`src/sv/qrs_pkg.sv`:
```
// qrs_pkg: word types, register indexes, phase codes and reset values for the qrs peak detector
package qrs_pkg;

    // input word: one filtered sample and its time stamp
    typedef struct packed {
        logic signed [31:0] sample;
        logic [31:0]        time_stamp;
    } t_in_word;

    // output word: peak flag and the time stamp of the confirmed peak
    typedef struct packed {
        logic        peak_found;
        logic [31:0] peak_time;
    } t_out_word;

    // configuration register indexes
    localparam int unsigned CfgAddrW = 2;
    typedef enum logic [CfgAddrW-1:0] {
        CFG_PEAK_THRESHOLD = 2'd0,
        CFG_FALL_MARGIN    = 2'd1,
        CFG_WINDOW_LEN     = 2'd2
    } t_cfg_addr;

    // detector phases, one-hot
    typedef enum logic [3:0] {
        PH_REARM  = 4'b0001,
        PH_SEARCH = 4'b0010,
        PH_PROV   = 4'b0100,
        PH_WAIT   = 4'b1000
    } t_phase;

    // reset values
    localparam logic signed [31:0] ThresholdRst = 32'sd0;
    localparam logic [30:0]        MarginRst    = 31'd0;
    localparam logic [7:0]         WindowRst    = 8'd72;
    localparam logic signed [31:0] MaxValueRst  = -32'sd1000;
    localparam logic signed [31:0] MaxValueArm  = -32'sd1;
    localparam logic [31:0]        MaxTimeRst   = 32'hFFFF_FFFF;
    localparam logic [7:0]         RefracRst    = 8'd72;

endpackage

```
`src/sv/qrs_peak_detector.sv`:
```
// qrs_peak_detector: ecg qrs peak detector with refractory window, one sample per cycle unless the output stalls
//
// Usage
//   Input channel i_in_valid / o_in_ready carries one word: a signed sample and its
//   time stamp. Output channel o_out_valid / i_out_ready returns exactly one word per
//   input word: peak_found and peak_time (zero unless a peak is confirmed).
//   Configuration is a plain write port (i_cfg_wen, i_cfg_addr, i_cfg_wdata): index 0
//   peak threshold, 1 fall margin, 2 window length; other indexes are ignored. Write
//   it only while no word is in flight.
//   The result word is registered at the edge that accepts the input word. Throughput
//   is one word per cycle while the receiver takes each word, set by the result register
//   that is written at the same edge as the phase update.
//   When the receiver stalls, the result register holds its word and o_in_ready falls
//   until that word is taken; a word can be accepted in the same cycle the held one
//   leaves.
//   Reset (i_rst_n low, synchronous) restores the register defaults (threshold 0,
//   margin 0, window 72), puts the detector in the rearm phase and empties the output.
module qrs_peak_detector (
    input  logic                          i_clk,
    input  logic                          i_rst_n,
    input  logic                          i_cfg_wen,
    input  logic [qrs_pkg::CfgAddrW-1:0]  i_cfg_addr,
    input  logic [31:0]                   i_cfg_wdata,
    input  logic                          i_in_valid,
    output logic                          o_in_ready,
    input  qrs_pkg::t_in_word             i_in_word,
    output logic                          o_out_valid,
    input  logic                          i_out_ready,
    output qrs_pkg::t_out_word            o_out_word
);
    import qrs_pkg::*;

    // configuration registers
    logic signed [31:0] r_threshold;
    logic [30:0]        r_margin;
    logic [7:0]         r_window;

    // detector state
    t_phase             r_phase, n_phase;
    logic signed [31:0] r_max_value, n_max_value;
    logic [31:0]        r_max_time, n_max_time;
    logic [7:0]         r_refrac, n_refrac;

    // output register
    logic               r_out_valid;
    t_out_word          r_out_word, n_out_word;

    logic               w_in_fire;
    logic               w_above;
    logic signed [32:0] w_smp_ext;
    logic signed [32:0] w_lim;
    logic               w_fell;
    logic               w_higher;
    logic [31:0]        w_diff;
    logic               w_in_window;
    logic signed [31:0] w_half;

    // handshake
    assign o_in_ready  = !r_out_valid || i_out_ready;
    assign w_in_fire   = i_in_valid && o_in_ready;
    assign o_out_valid = r_out_valid;
    assign o_out_word  = r_out_word;

    // configuration writes
    always_ff @(posedge i_clk) begin
        if (!i_rst_n) begin
            r_threshold <= ThresholdRst;
            r_margin    <= MarginRst;
            r_window    <= WindowRst;
        end else if (i_cfg_wen) begin
            case (i_cfg_addr)
                CFG_PEAK_THRESHOLD: r_threshold <= $signed(i_cfg_wdata);
                CFG_FALL_MARGIN:    r_margin    <= i_cfg_wdata[30:0];
                CFG_WINDOW_LEN:     r_window    <= i_cfg_wdata[7:0];
                default: ;
            endcase
        end
    end

    // compares used by the phases
    assign w_above     = r_max_value > r_threshold;
    assign w_smp_ext   = {i_in_word.sample[31], i_in_word.sample};
    assign w_lim       = {r_max_value[31], r_max_value} - $signed({2'b00, r_margin});
    assign w_fell      = w_smp_ext < w_lim;
    assign w_higher    = i_in_word.sample > r_max_value;
    assign w_diff      = i_in_word.time_stamp - r_max_time;
    assign w_in_window = w_diff < {24'd0, r_window};
    assign w_half      = {r_max_value[31], r_max_value[31:1]};

    // next state and result word
    always_comb begin
        n_phase     = r_phase;
        n_max_value = r_max_value;
        n_max_time  = r_max_time;
        n_refrac    = r_refrac;
        n_out_word  = '0;
        case (r_phase)
            PH_REARM: begin
                n_phase     = PH_SEARCH;
                n_max_value = MaxValueArm;
                n_max_time  = MaxTimeRst;
            end
            PH_SEARCH: begin
                if (w_above && w_fell) begin
                    n_phase = PH_PROV;
                end else if (w_higher) begin
                    n_max_value = i_in_word.sample;
                    n_max_time  = i_in_word.time_stamp;
                end
            end
            PH_PROV: begin
                if (w_higher && w_in_window) begin
                    n_max_value = i_in_word.sample;
                    n_max_time  = i_in_word.time_stamp;
                end else if (i_in_word.sample < w_half) begin
                    n_out_word.peak_found = 1'b1;
                    n_out_word.peak_time  = r_max_time;
                    n_phase               = PH_WAIT;
                    // countdown of the rest of the window, clamped at zero
                    n_refrac = w_in_window ? (r_window - w_diff[7:0]) : 8'd0;
                end
            end
            PH_WAIT: begin
                if (r_refrac == 8'd0) begin
                    n_phase = PH_REARM;
                end else begin
                    n_refrac = r_refrac - 8'd1;
                end
            end
            default: begin
                n_phase = PH_REARM;
            end
        endcase
    end

    // state registers
    always_ff @(posedge i_clk) begin
        if (!i_rst_n) begin
            r_phase     <= PH_REARM;
            r_max_value <= MaxValueRst;
            r_max_time  <= MaxTimeRst;
            r_refrac    <= RefracRst;
        end else if (w_in_fire) begin
            r_phase     <= n_phase;
            r_max_value <= n_max_value;
            r_max_time  <= n_max_time;
            r_refrac    <= n_refrac;
        end
    end

    // output register
    always_ff @(posedge i_clk) begin
        if (!i_rst_n) begin
            r_out_valid <= 1'b0;
        end else if (w_in_fire) begin
            r_out_valid <= 1'b1;
        end else if (i_out_ready) begin
            r_out_valid <= 1'b0;
        end
    end

    always_ff @(posedge i_clk) begin
        if (w_in_fire) begin
            r_out_word <= n_out_word;
        end
    end

`ifndef NO_ASSERTIONS
    // a peak can only be reported from the provisional phase
    a_peak_from_prov: assert property (@(posedge i_clk) disable iff (!i_rst_n)
        w_in_fire && r_phase != PH_PROV |=> !o_out_word.peak_found)
        else $error("peak reported outside provisional phase");

    // no peak, no time stamp
    a_time_zero: assert property (@(posedge i_clk) disable iff (!i_rst_n)
        o_out_valid && !o_out_word.peak_found |-> o_out_word.peak_time == 32'd0)
        else $error("peak_time not zero without a peak");

    // an expired countdown rearms the detector
    a_wait_rearm: assert property (@(posedge i_clk) disable iff (!i_rst_n)
        w_in_fire && r_phase == PH_WAIT && r_refrac == 8'd0 |=> r_phase == PH_REARM)
        else $error("wait phase did not rearm");

    // input stalls only behind a held result
    a_stall_cause: assert property (@(posedge i_clk) disable iff (!i_rst_n)
        !o_in_ready |-> o_out_valid && !i_out_ready)
        else $error("input stalled without a held result");
`endif

endmodule
```
`config.mk`:
```
export PLATFORM = sky130hd
export DESIGN_NAME = qrs_peak_detector
export DESIGN_NICKNAME = d
export VERILOG_FILES = /design/src/sv/qrs_pkg.sv /design/src/sv/qrs_peak_detector.sv
export SDC_FILE = /design/constraint.sdc
export NUM_CORES = 1
export LEC_CHECK = 0
export BUFFER_PORTS_ARGS = -buffer_cell sky130_fd_sc_hd__buf_2
export CORE_UTILIZATION = 50
export DETAILED_ROUTE_END_ITERATION = 12
export PLACE_DENSITY = 0.72
export REMOVE_ABC_BUFFERS = 1
export SETUP_SLACK_MARGIN = 0.15
export SLEW_MARGIN = 20
export SYNTH_ARGS = -nofsm -noshare
export SYNTH_HDL_FRONTEND = slang
export SYNTH_SLANG_ARGS = --single-unit
export TNS_END_PERCENT = 100
```
`constraint.sdc`:
```
create_clock -name i_clk -period 5.15 [get_ports i_clk]
set_input_delay 0.7725 -clock i_clk [delete_from_list [all_inputs] [get_ports i_clk]]
set_output_delay 0.7725 -clock i_clk [all_outputs]
set_load 0.02 [all_outputs]
```
==> out/qor.txt, run 1 <==
Adder-Cell Fraction of Synth Area - 18.5%
H-tree level count - 4
P&R area growth vs syn - 20.2%
diode count - 0
RSZ-0062 raised after global routing - true
Routed Antenna Nets - 0
Peak Freq - 176 MHz
Final period util - 110%
outcome - complete, but fails checks
area of the mapped netlist - 14200 um^2
post-synthesis register bit count - 181
reg2reg path depth - 26
Synth cell types - 78
hold_buf cts - 0
Worst setup endpoint - r_max_time[19]
register area share after synthesis - 27.9%
IO Pins - 138
DP HPWL - 28.1 mm
CTS Buf Count - 17
Initial Util - 50.9%
crit path time final - 5.69 ns
Reg clk slew, reported paths - 0.08 ns
total gr overflow - 0
CP startpoint kind - flop
failing checks - negative setup slack
cell taking the most area after synthesis - dfxtp_1
Worst Setup SP - r_margin[1]
Pleak - 7.93 nW
gp weighted congestion - 0.898
global-route wire length before repair - 63.5 mm
Yosys top cell area share - 20.9%
top_reg_cell synth - dfxtp_1
XOR/XNOR Fraction of Synth Area - 3.28%
Clk Latency, worst-skew pair - 0.45 ns
I/O Buffers - 137
Synth Area in Simple Gates - 21.4%
worst reg2reg path startpoint - r_margin[1]
Clock Path Buffers - 2
main area contributors after synthesis - dfxtp_1 21%, ha_1 18%, edfxtp_1 7.0%
maximum fanout along the worst path - 6
Worst Hold Margin - 0.456 ns
1st-iter DRT viols - 887
Finished Layout Cells - 2314
Worst Hold Class - reg -> reg
Finish-stage setup viols - 66
CP max-delay cell - a221o_4
initial antenna violation count - 0
Die Y - 170 um
Final Worst Setup Slack - -0.539 ns
# rows - 61
gr usage total - 27.5%
root buffer cell - clkbuf_16
Final #Nets - 2234
Vias/cell - 5.71
die width - 170 um
most frequent cells in the layout - 203 x ha_1, 190 x nand2_1, 161 x inv_1, 147 x a21oi_1, 143 x dfxtp_1
Hold Vio Cnt, Final - 0
Async SR Flop Fraction - 0%
synthesized instance count - 1724
final slew viol count - 0
Worst-Margin Slew - 0.970 ns
critical path's largest stage delay - 0.53 ns
CTS sink count - 181
Max IR drop VDD - 184 uV
Design Power - 3.85 mW
RR Endpoint - r_max_time[19]
post-synthesis mux area share - 1.09%
number of global-route vias before repair - 12500
dpl ws - -0.619 ns
largest family of logic cells by synthesized area - simple AND/OR/NAND/NOR gates
vias post-DR - 13200
fin util - 61.1%
number of synthesized flops with an enable pin - 33
CORE AREA - 27900 um^2
clock tree from TritonCTS - yes
layout cells sized above 1 - 21.0%
max cap viols - 0
Slew Limit Headroom - 35.3%
largest net degree at the start of global routing - 83
CP arrival - 6.00 ns
Ys Warns - 0
WP data required - 5.46 ns
clk_skew - 0.0142 ns
Remaining DRCs - 0
commonest non-fill, non-tap cell in the layout - ha_1
Syn Area/Cell - 8.22 um^2
critical path class - reg -> reg
Synth Area in Compound Gates - 21.2%
Total Wirelength - 39.9 mm
Cells after DPL - 2258
routed length per instance - 17.2 um
pwr dens - 226 nW/um^2
Reg2Reg Setup Slack - -0.54 ns
die footprint - 29000 um^2
crit end category - flop
Pre-antenna DRT Iters - 6
## critical path, delay by kind of cell, from the launching register on
family	cells	cell delay (ns)
AOI/OAI and AO/OA	13	2.93
xor gates and xnor gates	1	0.08
adders and majority gates	2	0.58
buffers and inverters	5	0.64
DFF	1	0.34
and+or+nand+nor	5	1.01
## cell usage after synthesis, types with 11 or more instances
| cell type | instances |
|---|---|
| o21a_1 | 23 |
| a21o_1 | 66 |
| xnor2_1 | 27 |
| nand3_1 | 15 |
| clkbuf_1 | 36 |
| dfxtp_1 | 148 |
| o21ai_1 | 59 |
| nand4_1 | 33 |
| nor3_2 | 63 |
| ha_1 | 205 |
| buf_1 | 14 |
| xor2_1 | 26 |
| nor3_1 | 23 |
| nand2b_1 | 14 |
| inv_1 | 163 |
| o21ai_0 | 50 |
| edfxtp_1 | 33 |
| nand2_1 | 190 |
| nor2b_1 | 19 |
| o22ai_1 | 12 |
| a31oi_1 | 11 |
| nor2_1 | 117 |
| mux2i_1 | 11 |
| a21oi_1 | 155 |
| and2_1 | 35 |
## per-layer routing
| layer | GRT usage (%) | up-vias | wire, um |
|---|---|---|---|
| met5 | 0 | - | 0 |
| met4 | 8.73 | 0 | 1000 |
| met3 | 3.12 | 68 | 2030 |
| met2 | 45.1 | 389 | 17800 |
| met1 | 37.4 | 6257 | 19000 |
| li1 | - | 6510 | - |
## layout make-up
cell class	instances	area, um^2
fillers	2458	10800
multi-input cells	1313	9550
flip-flops and latches	181	3960
repair buffers	246	1840
inverters	164	616
well taps	378	473
clock buffers	19	433
clock inverters	13	164
## through the flow
step | area (um^2) | setup TNS [ns]
after CTS | 16800 | -23.41
final | 17000 | -29.13
after floorplan | 13800 | -109.59
after detailed placement | 15800 | -40.71
after global routing | 17000 | -43.18
after global placement | 15800 | -38.51
## how the worst min path moves through the flow
stage                      endpoint             from  cells past startpoint  slack, ns
finish              r_threshold[28]  r_threshold[28]                      2       0.46
global route           r_margin[14]     r_margin[14]                      2       0.48
CTS                 r_threshold[23]  r_threshold[23]                      2       0.46
detailed placement  r_threshold[23]  r_threshold[23]                      2       0.45
global placement        r_margin[2]      r_margin[2]                      2       0.44
floorplan              r_margin[10]     r_margin[10]                      2       0.44
## power breakdown
part	leakage [nW]	internal, mW	switching (mW)	total, mW
Combinational	6.10	0.417	0.536	0.953
Sequential	1.54	1.48	0.0243	1.50
Clock	0.292	0.736	0.656	1.39
## logic make-up (layout without fill, tap and decap cells)
logic type	Yosys count	after routing
DFF	181	181
adders and majority gates	208	208
muxes	15	15
xor gates and xnor gates	53	53
and+or+nand+nor	566	566
AOI/OAI and AO/OA	470	471
buffers and inverters	231	442
## flip-flops by register name, indices dropped and copies added, names as in the netlist
| name | count |
|---|---|
| o_out_valid | 1 |
| r_refrac | 8 |
| r_margin | 31 |
| r_phase | 4 |
| r_max_time | 32 |
| o_out_word | 33 |
| r_window | 8 |
| r_threshold | 32 |
| r_max_value | 32 |
## repair_timing
action / 4_1_cts / 5_1_grt
resized for setup: 33 / 34
pin swaps: 8 / 34
cloned: 8 / 1
setup endpoints to repair: 67 / 108
buffers inserted: 10 / 4
Power figures use the tool's default switching activity.
==> run 2, diff against run 1 <==
--- a/config.mk
+++ b/config.mk
@@ -5,10 +5,11 @@
 export SDC_FILE = /design/constraint.sdc
 export NUM_CORES = 1
 export LEC_CHECK = 0
+export ABC_AREA = 1
 export BUFFER_PORTS_ARGS = -buffer_cell sky130_fd_sc_hd__buf_2
 export CORE_UTILIZATION = 50
 export DETAILED_ROUTE_END_ITERATION = 12
-export PLACE_DENSITY = 0.72
+export PLACE_DENSITY = 0.71
 export REMOVE_ABC_BUFFERS = 1
 export SETUP_SLACK_MARGIN = 0.15
 export SLEW_MARGIN = 20
==> out/qor.txt, run 2 <==
register area share after synthesis - 25.4% (was 27.9%)
gp weighted congestion - 0.958 (was 0.898)
largest net degree at the start of global routing - 88 (was 83)
I/O Buffers - 137 (unchanged)
CP max-delay cell - fa_2 (was a221o_4)
IO Pins - 138 (unchanged)
Reg clk slew, reported paths - 0.08 ns (about the same)
critical path's largest stage delay - 0.36 ns (was 0.53 ns)
most frequent cells in the layout - 556 x nand2_1, 367 x inv_1, 220 x nand3_1, 205 x ha_1, 199 x a21oi_1 (was 203 x ha_1, 190 x nand2_1, 161 x inv_1, 147 x a21oi_1, 143 x dfxtp_1)
max cap viols - 0 (unchanged)
Vias/cell - 5.41 (was 5.71)
sw frac - 41.2% (was 31.6%)
Yosys top cell area share - 19.1% (was 20.9%)
Slew Limit Headroom - 36.9% (was 35.3%)
Final #Nets - 2792 (was 2234)
DP HPWL - 37.6 mm (was 28.1 mm)
Worst Hold Class - reg -> reg (unchanged)
Async SR Flop Fraction - 0% (unchanged)
max FFs per register - 33 (unchanged)
clock share of power - 26.3% (was 36.1%)
critical path class - reg -> reg (unchanged)
post-synthesis register bit count - 181 (unchanged)
Pre-antenna DRT Iters - 7 (was 6)
pwr dens - 307 nW/um^2 (was 226 nW/um^2)
cell taking the most area after synthesis - dfxtp_1 (unchanged)
Worst-Margin Slew - 0.940 ns (was 0.970 ns)
Pint - 3.14 mW (was 2.63 mW)
H-tree level count - 4 (unchanged)
Final period util - 89.9% (was 110%)
Synth cell types - 44 (was 78)
die footprint - 31800 um^2 (was 29000 um^2)
Initial Util - 50.8% (was 50.9%)
Max IR drop VDD - 258 uV (was 184 uV)
main area contributors after synthesis - dfxtp_1 19%, ha_1 17%, nand2_1 13% (was dfxtp_1 21%, ha_1 18%, edfxtp_1 7.0%)
Peak Freq - 216 MHz (was 176 MHz)
CP arrival - 5.03 ns (was 6.00 ns)
clock tree from TritonCTS - yes (unchanged)
Clk Latency, worst-skew pair - 0.47 ns (was 0.45 ns)
CORE AREA - 30600 um^2 (was 27900 um^2)
CP startpoint kind - flop (unchanged)
number of synthesized flops with an enable pin - 33 (unchanged)
number of global-route vias before repair - 14400 (was 12500)
final slew viol count - 0 (unchanged)
commonest non-fill, non-tap cell in the layout - nand2_1 (was ha_1)
WP data required - 5.55 ns (was 5.46 ns)
clk_skew - 0.0120 ns (was 0.0142 ns)
RSZ-0062 raised after global routing - false (was true)
layout cells sized above 1 - 12.4% (was 21.0%)
gr usage total - 30.1% (was 27.5%)
area of the mapped netlist - 15500 um^2 (was 14200 um^2)
root buffer cell - clkbuf_16 (unchanged)
synthesized instance count - 2356 (was 1724)
Syn Area/Cell - 6.60 um^2 (was 8.22 um^2)
initial antenna violation count - 0 (unchanged)
Post-synth top cells - 557 x nand2_1, 367 x inv_1, 221 x nand3_1 (was 205 x ha_1, 190 x nand2_1, 163 x inv_1)
die width - 178 um (was 170 um)
setup TNS - 0 ns (was -29.13 ns)
Routed Antenna Nets - 0 (unchanged)
top_reg_cell synth - dfxtp_1 (unchanged)
Comb pwr share - 43.0% (was 24.8%)
CTS Buf Count - 17 (unchanged)
Clock Path Buffers - 2 (unchanged)
total gr overflow - 0 (unchanged)
global-route wire length before repair - 74.5 mm (was 63.5 mm)
1st-iter DRT viols - 1207 (was 887)
Remaining DRCs - 0 (unchanged)
Total Wirelength - 47.3 mm (was 39.9 mm)
crit path time final - 4.63 ns (was 5.69 ns)
Finish-stage setup viols - 0 (was 66)
CTS sink count - 181 (unchanged)
Ys Warns - 0 (unchanged)
most common cell in the netlist - nand2_1 (was ha_1)
Net Switching - 2.19 mW (was 1.22 mW)
fin util - 56.8% (was 61.1%)
vias post-DR - 15600 (was 13200)
Hold Vio Cnt, Final - 0 (unchanged)
crit end category - flop (unchanged)
hold_buf cts - 0 (unchanged)
Flop pwr share - 30.7% (was 39.1%)
Die Y - 178 um (was 170 um)
# rows - 64 (was 61)
most frequent CP cell - nand3_1
Pleak - 9.19 nW (was 7.93 nW)
P&R area growth vs syn - 11.7% (was 20.2%)
maximum fanout along the worst path - 21 (was 6)
Design Power - 5.33 mW (was 3.85 mW)
diode count - 0 (unchanged)
outcome - completed (was complete, but fails checks)
routed length per instance - 16.4 um (was 17.2 um)
-- run 2: changes by cell type after synthesis, sizes merged, moves of 64 or more --
cell,change
a21o,-64
inv,+218
nand2,+374
nand3,+206
nor2,+78
nor3,-68
-- run 2: metrics by stage --
stage,area [um^2],hold slack (ns),instances,setup WS [ns]
2_1_floorplan,15200,0.429,2296,-1.79
3_3_place_gp,16600,0.438,2853,0.264
3_5_place_dp,16600,0.443,2853,0.0409
4_1_cts,17200,0.461,2885,0.176
5_1_grt,17400,0.483,2890,0.149
6_report,17400,0.461,2890,0.521
-- run 2: routing by layer --
metal | part of all wire, % | GRT usage [%] | wire length [um]
met1 | 48 | 43.1 | 22900
met2 | 44 | 47.0 | 20600
met3 | 5.9 | 3.37 | 2810
met5 | 0 | 0 | 0
met4 | 2.0 | 9.29 | 924
-- run 2: kinds of logic after synthesis --
kind of cell	synth area share, %
AO/OA/AOI/OAI	12.4
buffers and inverters	11.6
adder cells (fa/ha/maj)	16.9
flip-flops	25.4
AND/OR/NAND/NOR	31.3
XOR/XNOR	2.42
-- run 2: layout make-up --
cell class	count	area, um^2
fill	3083	13200
multi-input combinational	1729	9860
sequential	181	3950
inverter	386	1450
timing repair buffer	166	981
tap	396	495
clock buffer	17	425
clock inverter	15	191
-- run 2: repair_timing --
action                     in CTS  in global routing
cloned                          0                  1
hold endpoints to repair        0                  0
gates resized for setup         3                 26
buffers inserted                0                  4
setup endpoints to repair      68                 68
pin swaps                       0                  6
-- run 2: worst max-delay path, delay by kind of cell, from the launching register on --
kind | cells | cell delay (ns)
fa+ha+maj | 3 | 0.81
buf+inv | 5 | 0.70
compound gates | 7 | 1.11
flops | 1 | 0.33
simple gates | 15 | 1.61
-- run 2: path summary, 6_finish.rpt --
| check | from | to | slack (ns) | cells after the start |
|---|---|---|---|---|
| worst max-delay path | r_max_value[0] | r_max_time[11] | 0.52 | 30 |
| worst min-delay path | r_max_time[8] | r_max_time[8] | 0.46 | 2 |
| worst max register to register | r_max_value[0] | r_max_time[11] | 0.52 | 30 |
| worst min register to register | r_max_time[8] | r_max_time[8] | 0.46 | 2 |
-- run 2: power groups by stage --
stage	clock network (mW)	registers [mW]	logic, mW
finish	1.40	1.64	2.29
global route	1.48	1.65	2.59
CTS	1.42	1.64	2.22
detailed placement	0	1.67	2.20
global placement	0	1.66	2.16
floorplan	0	1.66	1.55
==> run 3, diff against run 2 <==
--- a/config.mk
+++ b/config.mk
@@ -10,6 +10,7 @@
 export CORE_UTILIZATION = 50
 export DETAILED_ROUTE_END_ITERATION = 12
 export PLACE_DENSITY = 0.71
+export RECOVER_POWER = 25
 export REMOVE_ABC_BUFFERS = 1
 export SETUP_SLACK_MARGIN = 0.15
 export SLEW_MARGIN = 20
==> out/qor.txt, run 3 (synthesized netlist as in run 2, its figures left out) <==
Reg2Reg Setup Slack - 0.48 ns (was 0.52 ns)
global-route wire length before repair - 74.5 mm (unchanged)
Initial Util - 50.8% (unchanged)
CP startpoint kind - flop (unchanged)
IO Pins - 138 (unchanged)
number of global-route vias before repair - 14400 (unchanged)
CP max-delay cell - fa_2 (unchanged)
Reg clk slew, reported paths - 0.08 ns (about the same)
Total Wirelength - 47.3 mm (about the same)
1st-iter DRT viols - 1168 (was 1207)
Clk Latency, worst-skew pair - 0.47 ns (about the same)
max cap viols - 2 (was 0)
failing checks - max-capacitance violations, max-slew violations
crit end category - flop (unchanged)
critical path's largest stage delay - 0.36 ns (about the same)
Die Y - 178 um (unchanged)
fin util - 56.7% (was 56.8%)
commonest non-fill, non-tap cell in the layout - nand2_1 (unchanged)
Peak Freq - 214 MHz (was 216 MHz)
max FFs per register - 33 (unchanged)
WP data required - 5.35 ns (was 5.55 ns)
Final period util - 90.6% (was 89.9%)
most frequent cells in the layout - 556 x nand2_1, 367 x inv_1, 220 x nand3_1, 205 x ha_1, 199 x a21oi_1 (unchanged)
pwr dens - 308 nW/um^2 (was 307 nW/um^2)
clk_skew - 0.0106 ns (was 0.0120 ns)
Worst Hold Class - reg -> reg (unchanged)
hold_buf cts - 0 (unchanged)
# rows - 64 (unchanged)
RSZ-0062 raised after global routing - false (unchanged)
initial antenna violation count - 0 (unchanged)
vias post-DR - 15600 (about the same)
Slew Limit Headroom - -149% (was 36.9%)
Max IR drop VDD - 259 uV (was 258 uV)
Routed Antenna Nets - 0 (unchanged)
Finish-stage setup viols - 0 (unchanged)
dpl ws - 0.0409 ns (unchanged)
Layout fillers - 3088 (was 3083)
H-tree level count - 4 (unchanged)
Hold Vio Cnt, Final - 0 (unchanged)
final slew viol count - 123 (was 0)
routed length per instance - 16.4 um (about the same)
I/O Buffers - 137 (unchanged)
largest net degree at the start of global routing - 88 (unchanged)
Final Worst Setup Slack - 0.483 ns (was 0.521 ns)
Design Power - 5.34 mW (was 5.33 mW)
gp weighted congestion - 0.958 (unchanged)
Worst-Margin Slew - 3.74 ns (was 0.940 ns)
CP arrival - 4.87 ns (was 5.03 ns)
root buffer cell - clkbuf_16 (unchanged)
die width - 178 um (unchanged)
gr usage total - 30.1% (unchanged)
CTS sink count - 181 (unchanged)
crit path time final - 4.67 ns (was 4.63 ns)
critical path class - reg -> reg (unchanged)
Pre-antenna DRT Iters - 7 (unchanged)
Clock Path Buffers - 2 (unchanged)
CTS Buf Count - 17 (unchanged)
P&R area growth vs syn - 11.6% (was 11.7%)
CORE AREA - 30600 um^2 (unchanged)
die footprint - 31800 um^2 (unchanged)
Remaining DRCs - 0 (unchanged)
maximum fanout along the worst path - 26 (was 21)
DP HPWL - 37.6 mm (unchanged)
clock tree from TritonCTS - yes (unchanged)
Pleak - 9.15 nW (was 9.19 nW)
Vias/cell - 5.41 (about the same)
outcome - complete, but fails checks (was completed)
Final #Nets - 2792 (unchanged)
layout cells sized above 1 - 11.9% (was 12.4%)
diode count - 0 (unchanged)
total gr overflow - 0 (unchanged)
## run 3: metal layers
metal / global-route usage (%) / vias up / part of all wire, %
met5: 0 / - / 0
met4: 9.29 / 0 / 2.0
met3: 3.37 / 53 / 5.9
met2: 47.0 / 471 / 43
met1: 43.1 / 7241 / 49
li1: - / 7877 / -
## run 3: per-stage QoR
stage / instance area, um^2 / std cells / setup TNS (ns) / hold WS, ns
after floorplan: 15200 / 2296 / -103.51 / 0.429
after global placement: 16600 / 2853 / 0 / 0.438
after detailed placement: 16600 / 2853 / 0 / 0.443
after CTS: 17200 / 2885 / 0 / 0.461
after global routing: 17300 / 2890 / 0 / 0.483
final: 17300 / 2890 / 0 / 0.461
## run 3: report_power, final
| part | switching, mW | total (mW) | internal (mW) |
|---|---|---|---|
| registers | 0.0802 | 1.64 | 1.56 |
| clock network | 0.662 | 1.40 | 0.740 |
| logic | 1.46 | 2.29 | 0.839 |
## run 3: final timing paths
path	startpoint	to	depth (start not counted)
setup / recovery	r_max_value[0]	r_max_time[22]	30
hold / removal	r_max_time[8]	r_max_time[8]	2
setup reg to reg	r_max_value[0]	r_max_time[22]	30
hold reg to reg	r_max_time[8]	r_max_time[8]	2
## run 3: area by class of cell
type                       instances  area, um^2  area share, %
multi-input combinational       1729        9860           56.9
timing repair buffer             166         962           5.55
clock buffer                      17         425           2.45
clock inverter                    15         191           1.10
sequential                       181        3950           22.8
tap                              396         495           2.86
inverter                         386        1450           8.35
## run 3: timing repair
item	CTS	global route
gates cloned	0	1
setup buffers	0	4
pin swaps	0	6
setup endpoints to repair	68	68
gates resized for setup	3	26
## run 3: critical path, delay by kind of cell (launching register included)
kind	cells	cell delay, ns
buf+inv	4	0.49
fa+ha+maj	3	0.81
simple gates	16	1.64
flops	1	0.33
compound gates	7	1.11
